<file path="config.mk">
export PLATFORM = sky130hd
export DESIGN_NAME = ihist_resq
export DESIGN_NICKNAME = d
export VERILOG_FILES = /design/src/ihist_pkg.sv /design/src/ihist_resq.sv
export SDC_FILE = /design/constraint.sdc
export NUM_CORES = 1
export LEC_CHECK = 0
export ABC_CLOCK_PERIOD_IN_PS = 2200
export BUFFER_PORTS_ARGS = -buffer_cell sky130_fd_sc_hd__buf_2
export CORE_ASPECT_RATIO = 1.2
export CORE_MARGIN = 4
export CORE_UTILIZATION = 33
export CTS_BUF_LIST = sky130_fd_sc_hd__clkbuf_8
export DETAILED_ROUTE_END_ITERATION = 7
export SLEW_MARGIN = 20
export SYNTH_ARGS = -nofsm -noshare
export SYNTH_HDL_FRONTEND = slang
export SYNTH_SLANG_ARGS = --single-unit
</file>
<file path="constraint.sdc">
create_clock -name clk -period 2.2 [get_ports clk]
set_clock_uncertainty 0.15 [all_clocks]
set_input_delay 0.11 -clock clk [delete_from_list [all_inputs] [get_ports clk]]
set_output_delay 0.11 -clock clk [all_outputs]
set_load 0.01 [all_outputs]
</file>
<file path="src/ihist_pkg.sv">
// Shared types and constants for the intensity histogram.
package ihist_pkg;

	localparam int IDX_BITS = 8;
	localparam int OUT_BITS = 24;
	localparam int OQ_DEPTH = 4;
	localparam int OQ_CNT_W = 3;

	localparam logic [OUT_BITS-1:0] OUT_MAX = '1;

	typedef enum logic {
		CMD_COUNT = 1'b0,
		CMD_READ  = 1'b1
	} cmd_e;

	typedef struct packed {
		logic                cmd;
		logic [IDX_BITS-1:0] pixel_value;
		logic [IDX_BITS-1:0] bin_index;
	} hist_in_t;

	typedef struct packed {
		logic [IDX_BITS-1:0] read_bin;
		logic [OUT_BITS-1:0] bin_count;
	} hist_out_t;

	typedef struct packed {
		logic                valid;
		logic                is_read;
		logic                in_range;
		logic [IDX_BITS-1:0] idx;
	} op_t;

	typedef struct packed {
		logic      valid;
		hist_out_t data;
	} res_push_t;

endpackage

</file>
<file path="src/ihist_resq.sv">
// Result queue between the back end and the consumer.
module ihist_resq (
	input  logic                           clk,
	input  logic                           arst_n,
	input  ihist_pkg::res_push_t           res,
	output logic [ihist_pkg::OQ_CNT_W-1:0] cnt,
	output logic                           empty,
	input  logic                           pop,
	output ihist_pkg::hist_out_t           out_data
);
	import ihist_pkg::*;

	localparam int PTR_W = $clog2(OQ_DEPTH);

	hist_out_t           ent_q [OQ_DEPTH];
	logic [PTR_W-1:0]    wr_ptr_q;
	logic [PTR_W-1:0]    rd_ptr_q;
	logic [OQ_CNT_W-1:0] cnt_q;
	logic                pop_ok;

	assign cnt      = cnt_q;
	assign empty    = (cnt_q == '0);
	assign pop_ok   = pop && !empty;
	assign out_data = ent_q[rd_ptr_q];

	always_ff @(posedge clk) begin
		if (res.valid) begin
			ent_q[wr_ptr_q] <= res.data;
		end
	end

	always_ff @(posedge clk or negedge arst_n) begin
		if (!arst_n) begin
			wr_ptr_q <= '0;
			rd_ptr_q <= '0;
			cnt_q    <= '0;
		end else begin
			if (res.valid) begin
				wr_ptr_q <= wr_ptr_q + PTR_W'(1);
			end
			if (pop_ok) begin
				rd_ptr_q <= rd_ptr_q + PTR_W'(1);
			end
			cnt_q <= cnt_q + OQ_CNT_W'(res.valid) - OQ_CNT_W'(pop_ok);
		end
	end

endmodule

</file>
Word level (Yosys, flattened, before mapping)
Memory sizes are Yosys's and may differ from the RTL's.
Cells that the tools add are included.

storage, ports and cells
  bits in registers = 7
  bits in writable memories = 128
  input port bits = 36
  output and inout bits = 36
  logic and storage cells = 13
  memories kept = 1

cells by class
  add/sub/neg operators = 4
  mux-type cells = 2
  reductions and logical operators = 3

memory list
  memory  depth  bits a word  rd ports  clocked after Yosys merged registers in  wr ports  RTL line          text
  ent_q   4      32           1         0                                        1         ihist_resq.sv:15  hist_out_t ent_q [OQ_DEPTH];

operators by type and width
  kind                                                            count
  2-bit by 1-bit adder with 2-bit output (second input constant)  2
  3-bit by 1-bit adder with 3-bit output                          1
  3-bit zero test                                                 1
  3-bit by 1-bit subtractor with 3-bit output                     1
  1-bit two-way mux                                               2
  1-bit logical AND                                               1
  1-bit zero test                                                 1

Longest topological paths before layout
  word-level depth = 4
  gate-level depth with buffers = 9
  mapped depth without buffers = 9

Least setup slack after synthesis
OpenSTA, ideal clock, no wires.

  path type = reg2reg
  from = register cnt_q[1], in the netlist cnt[1]
  to = register cnt_q[2], in the netlist cnt[2]
  setup time = 0.130 ns
  data arrival time = 1.982 ns
  required time = 1.920 ns
  path slack = -0.062 ns
  stages on the path, launching flop included = 10
  path buffers = 0
  period minus slack after synthesis = 2.262 ns
  cell sequence = dfrtp_1 > o31ai_1 > inv_1 > ha_1 > inv_1 > ha_1 > inv_1 > fa_1 > xnor2_1 > xnor2_1

between the ends
  word-level cells in the longest chain between the ends = 4
  elaborated cells between the ends (all ways) = 5
  those cells by class = add/sub: 2; reduce/logical: 3

RTL lines
  element                                      RTL line          text
  from (decl)                                  ihist_resq.sv:18  logic [OQ_CNT_W-1:0] cnt_q;
  from (signal assigned)                       ihist_resq.sv:44  cnt_q <= cnt_q + OQ_CNT_W'(res.valid) - OQ_CNT_W'(pop_ok);
  3-bit zero test                              ihist_resq.sv:22  assign empty = (cnt_q == '0);
  1-bit zero test                              ihist_resq.sv:23  assign pop_ok = pop && !empty;
  1-bit logical AND                            ihist_resq.sv:23
  via pop_ok                                   ihist_resq.sv:19  logic pop_ok;
  3-bit by 1-bit subtractor with 3-bit output  ihist_resq.sv:44

The timed path passes the listed nets, and every way through them passes these cells.
A chain may end at the register's enable or synchronous reset.

Worst setup path after layout
Same ends and word-level chain as after synthesis.

==> report_table.html <==
<table>
<tr><th>Metric</th><th>Value</th></tr>
<tr><th colspan="2">Outcome</th></tr>
<tr><td>Run status</td><td>complete, no violations</td></tr>
<tr><th colspan="2">Final layout</th></tr>
<tr><td>Post-layout instance count excluding filler cells</td><td>554</td></tr>
<tr><td>Final core utilization</td><td>43.2%</td></tr>
<tr><td>Total of fill cells in the finished design</td><td>1324</td></tr>
<tr><td>Multi-input combinational cell area</td><td>950 um2</td></tr>
<tr><td>NumNets Final</td><td>381</td></tr>
<tr><td>Synthesis-to-finish area growth</td><td>28.1%</td></tr>
<tr><td>Sequential standard cell area</td><td>4020 um2</td></tr>
<tr><td>Ratio of cells with drive above 1 in the final layout</td><td>43.3%</td></tr>
<tr><th colspan="2">Yosys</th></tr>
<tr><td>Synth unique cells</td><td>19</td></tr>
<tr><td>Leading register cell type out of synthesis</td><td>sky130_fd_sc_hd__edfxtp_1</td></tr>
<tr><td>Sequential element share of the synthesized area</td><td>79.3%</td></tr>
<tr><td>Leading cell types by total area after synthesis</td><td>sky130_fd_sc_hd__edfxtp_1, sky130_fd_sc_hd__mux4_2, sky130_fd_sc_hd__dfrtp_1</td></tr>
<tr><td>Synth top cells by count</td><td>sky130_fd_sc_hd__edfxtp_1, sky130_fd_sc_hd__mux4_2, sky130_fd_sc_hd__dfrtp_1, sky130_fd_sc_hd__inv_1, sky130_fd_sc_hd__ha_1</td></tr>
<tr><td>Synthesized area</td><td>5060 um2</td></tr>
<tr><td>Post-synthesis cell type with the largest combined area</td><td>sky130_fd_sc_hd__edfxtp_1</td></tr>
<tr><td>Flip-flop and latch count after synthesis</td><td>135</td></tr>
<tr><td>Area fraction of the dominant cell type after synthesis</td><td>75.9%</td></tr>
<tr><td>Proportion of register bits with asynchronous set or reset after synthesis</td><td>5.19%</td></tr>
<tr><td>Total of warnings raised by yosys</td><td>0</td></tr>
<tr><td>Synthesized instance count</td><td>203</td></tr>
<tr><td>Most frequent cell after synthesis</td><td>sky130_fd_sc_hd__edfxtp_1</td></tr>
<tr><td>Number of nets produced by synthesis</td><td>246</td></tr>
<tr><td>Number of flops mapped to enable cells by yosys</td><td>128</td></tr>
<tr><td>Average size of a mapped cell</td><td>25.0 um2</td></tr>
<tr><th colspan="2">Floorplan</th></tr>
<tr><td>Core region area</td><td>15000 um2</td></tr>
<tr><td>Row cnt</td><td>49</td></tr>
<tr><td>Ports placed on the boundary</td><td>72</td></tr>
<tr><td>Die Footprint</td><td>17400 um2</td></tr>
<tr><td>Horizontal die dimension</td><td>121 um</td></tr>
<tr><td>Die Y</td><td>144 um</td></tr>
<tr><td>Starting density of the core</td><td>33.7%</td></tr>
<tr><th colspan="2">GRT</th></tr>
<tr><td>Remaining Overflow, GRT</td><td>0</td></tr>
<tr><td>Maximum number of pins on one net before global-route repair</td><td>22</td></tr>
<tr><td>Wire length of the first global-routing pass</td><td>14.4 mm</td></tr>
<tr><td>Initial antenna violation count</td><td>1</td></tr>
<tr><td>Total routing usage reported by global routing</td><td>11.4%</td></tr>
<tr><td>Vias in the first global route</td><td>2669</td></tr>
<tr><th colspan="2">Drt</th></tr>
<tr><td>Vias per Instance</td><td>4.46</td></tr>
<tr><td>Count of routing violations after the opening detailed-route iteration</td><td>119</td></tr>
<tr><td>Count of antenna-violating nets left after detailed routing</td><td>0</td></tr>
<tr><td>Via Count</td><td>2473</td></tr>
<tr><td>DRC violation count after routing</td><td>0</td></tr>
<tr><td>Routed WL per cell</td><td>16.8 um</td></tr>
<tr><td>Routed WL</td><td>9.33 mm</td></tr>
<tr><td>Iteration count of the initial detailed-routing pass</td><td>4</td></tr>
<tr><th colspan="2">Worst hold path</th></tr>
<tr><td>WHS Endpoint</td><td>ent_q[2][25]$_DFFE_PP_</td></tr>
<tr><td>Hold path depth</td><td>2</td></tr>
<tr><td>Tightest Hold Check Type</td><td>in -&gt; reg</td></tr>
<tr><td>Launch instance of the worst min-delay path</td><td>res[25]</td></tr>
<tr><th colspan="2">Critical path</th></tr>
<tr><td>Arrival time of the worst setup path</td><td>2.38 ns</td></tr>
<tr><td>Largest fanout of any net on the critical path</td><td>2</td></tr>
<tr><td>Data required, critical path</td><td>2.39 ns</td></tr>
<tr><td>Startpoint of the most critical register-to-register path</td><td>cnt[1]$_DFF_PN0_</td></tr>
<tr><td>Register-to-register setup slack</td><td>0.007 ns</td></tr>
<tr><td>Critical path endpoint category</td><td>flip-flop</td></tr>
<tr><td>Crit path kind</td><td>reg -&gt; reg</td></tr>
<tr><td>Reg2reg end</td><td>cnt[2]$_DFF_PN0_</td></tr>
<tr><td>Length in cells of the worst reg-to-reg path</td><td>9</td></tr>
<tr><td>Setup crit start kind</td><td>flip-flop</td></tr>
<tr><th colspan="2">Clock network</th></tr>
<tr><td>Clock-pin slew of the registers on the worst-case setup and hold paths</td><td>0.07 ns</td></tr>
<tr><td>TritonCTS clock tree</td><td>done</td></tr>
<tr><td>Clock root buffer</td><td>sky130_fd_sc_hd__clkbuf_8</td></tr>
<tr><td>Number of levels in the clock H-tree</td><td>4</td></tr>
<tr><td>Maximum clock insertion buffer count</td><td>2</td></tr>
<tr><td>Clock buffers created by TritonCTS</td><td>17</td></tr>
<tr><td>Latest clock arrival within the worst-skew pair</td><td>0.42 ns</td></tr>
<tr><td>Sinks on Clock Net</td><td>135</td></tr>
<tr><th colspan="2">Timing</th></tr>
<tr><td>Min Tclk post-route</td><td>2.19 ns</td></tr>
<tr><td>Slew Limit Headroom</td><td>72.0%</td></tr>
<tr><td>Number of failing hold endpoints at the final stage</td><td>0</td></tr>
<tr><td>Highest Clock Rate</td><td>0.456 GHz</td></tr>
<tr><td>Final Max Tran Viols</td><td>0</td></tr>
<tr><td>Worst hold slack</td><td>0.282 ns</td></tr>
<tr><td>Period utilisation layout</td><td>99.7%</td></tr>
<tr><td>Worst Tran Pin Value</td><td>0.414 ns</td></tr>
<tr><td>Number of setup violations in the final report</td><td>0</td></tr>
<tr><td>Unrepaired setup endpoints after global routing</td><td>true</td></tr>
<tr><th colspan="2">Place</th></tr>
<tr><td>Number of placed instances, taps included</td><td>486</td></tr>
<tr><td>HPWL Detailed</td><td>5.83 mm</td></tr>
<tr><td>Gp weighted congestion</td><td>0.695</td></tr>
<tr><td>Port Buffer Count</td><td>71</td></tr>
<tr><th colspan="2">Power and ir drop</th></tr>
<tr><td>Max IR drop VDD</td><td>731 uV</td></tr>
<tr><td>PwrDens</td><td>1230 nW/um2</td></tr>
<tr><td>Switch Pwr</td><td>2.31 mW</td></tr>
<tr><td>Switching power as a share of total power</td><td>28.8%</td></tr>
<tr><td>Sequential group share of total power</td><td>43.8%</td></tr>
<tr><td>Combinational power share</td><td>31.9%</td></tr>
<tr><td>Leakage component of the power</td><td>2.32 nW</td></tr>
<tr><td>Int Power</td><td>5.70 mW</td></tr>
<tr><td>Portion of total power attributed to the clock network</td><td>24.3%</td></tr>
<tr><th colspan="2">Flow run</th></tr>
<tr><td>Max capacitance violation total</td><td>0</td></tr>
</table>
==> what timing repair did <==
item                                    4_1_cts  5_1_grt
hold buffers                                 36        0
hold endpoints to repair                    140        0
setup buffers                                 0        1
gates resized for setup                       0        2
endpoints found under the setup margin        0        1
==> flip-flops by register name, summed over array words and instances (netlist names) <==
name and flops:
rd_ptr_q 2, wr_ptr_q 2, cnt 3, ent_q 128
==> power by group through the flow <==
stage | Sequential, mW | Clock (mW) | Combinational, mW
final | 3.51 | 1.94 | 2.56
after CTS | 3.52 | 2.03 | 2.60
after floorplan | 3.56 | 0 | 1.66
after global routing | 3.55 | 2.13 | 2.81
after detailed placement | 3.57 | 0 | 2.55
after global placement | 3.53 | 0 | 2.53
==> worst max-delay path, cell delays in order, from the launching register on <==
cell                      delay (ns)
sky130_fd_sc_hd__dfrtp_1        0.39
sky130_fd_sc_hd__o31ai_2        0.28
sky130_fd_sc_hd__inv_1          0.08
sky130_fd_sc_hd__ha_1           0.27
sky130_fd_sc_hd__inv_1          0.06
sky130_fd_sc_hd__ha_1           0.13
sky130_fd_sc_hd__inv_1          0.05
sky130_fd_sc_hd__fa_2           0.35
sky130_fd_sc_hd__xnor2_2        0.15
sky130_fd_sc_hd__xnor2_1        0.20
==> area by class of cell <==
cell class	instances	area share [%]
Sequential cell	135	62.0
Multi-Input combinational cell	53	14.6
Timing Repair Buffer	124	13.2
Tap cell	204	3.94
Clock buffer	17	3.61
Clock inverter	13	2.18
Inverter	7	0.405
Antenna cell	1	0.0386
==> through the flow <==
step	TNS [ns]	worst slack, ns	instance area [um2]	power [mW]
2_1_floorplan	0	0.0268	5070	5.22
3_5_place_dp	0	0.0259	5730	6.12
4_1_cts	0	0.00943	6470	8.15
6_report	0	0.00676	6490	8.01
3_3_place_gp	0	0.109	5730	6.07
5_1_grt	-0.126	-0.126	6490	8.49
==> cells in the final DEF, fill, tap and decap left out <==
cell and instances:
sky130_fd_sc_hd__bufinv_16 3, sky130_fd_sc_hd__and2_2 4, sky130_fd_sc_hd__nor3_1 1, sky130_fd_sc_hd__clkinv_2 4, sky130_fd_sc_hd__buf_2 71, sky130_fd_sc_hd__clkinv_1 2, sky130_fd_sc_hd__fa_2 1, sky130_fd_sc_hd__clkbuf_8 17
sky130_fd_sc_hd__nand2_1 1, sky130_fd_sc_hd__o311ai_0 1, sky130_fd_sc_hd__buf_4 16, sky130_fd_sc_hd__xor2_1 1, sky130_fd_sc_hd__dfrtp_2 2, sky130_fd_sc_hd__buf_12 1, sky130_fd_sc_hd__clkinvlp_4 1, sky130_fd_sc_hd__ha_1 6
sky130_fd_sc_hd__o21ai_0 1, sky130_fd_sc_hd__xnor2_2 1, sky130_fd_sc_hd__diode_2 1, sky130_fd_sc_hd__clkinv_4 1, sky130_fd_sc_hd__dfrtp_1 5, sky130_fd_sc_hd__xnor2_1 3, sky130_fd_sc_hd__edfxtp_1 128, sky130_fd_sc_hd__inv_1 9
sky130_fd_sc_hd__o31ai_2 1, sky130_fd_sc_hd__dlygate4sd3_1 36, sky130_fd_sc_hd__mux4_1 4, sky130_fd_sc_hd__mux4_2 28
==> metal layers <==
layer / share of wire [%] / track usage [%] / wire length (um) / vias to the layer above
li1: - / - / - / 1120
met1: 41 / 13.5 / 3850 / 1278
met2: 52 / 19.2 / 4860 / 61
met3: 5.2 / 4.33 / 486 / 14
met4: 1.5 / 4.12 / 137 / 0
met5: 0 / 0 / 0 / -
==> kinds of logic after synthesis <==
group,after synthesis,synth area share [%]
AO/OA/AOI/OAI,3,0.420
XOR/XNOR,5,0.865
flip-flops,135,79.3
adder cells (fa/ha/maj),7,1.88
multiplexers,32,14.5
AND/OR/NAND/NOR,6,0.667
buffers and inverters,15,2.30
==> worst max-delay path by stage <==
| stage | end | from | cells after the start |
|---|---|---|---|
| after floorplan | cnt[2]$_DFF_PN0_ | cnt[0]$_DFF_PN0_ | 9 |
| after global placement | cnt[2]$_DFF_PN0_ | cnt[0]$_DFF_PN0_ | 9 |
| after detailed placement | cnt[2]$_DFF_PN0_ | cnt[0]$_DFF_PN0_ | 9 |
| after CTS | cnt[2]$_DFF_PN0_ | cnt[0]$_DFF_PN0_ | 9 |
| after global routing | cnt[2]$_DFF_PN0_ | cnt[1]$_DFF_PN0_ | 9 |
| final | cnt[2]$_DFF_PN0_ | cnt[1]$_DFF_PN0_ | 9 |
No activity file was read; power rests on OpenSTA's default activity.
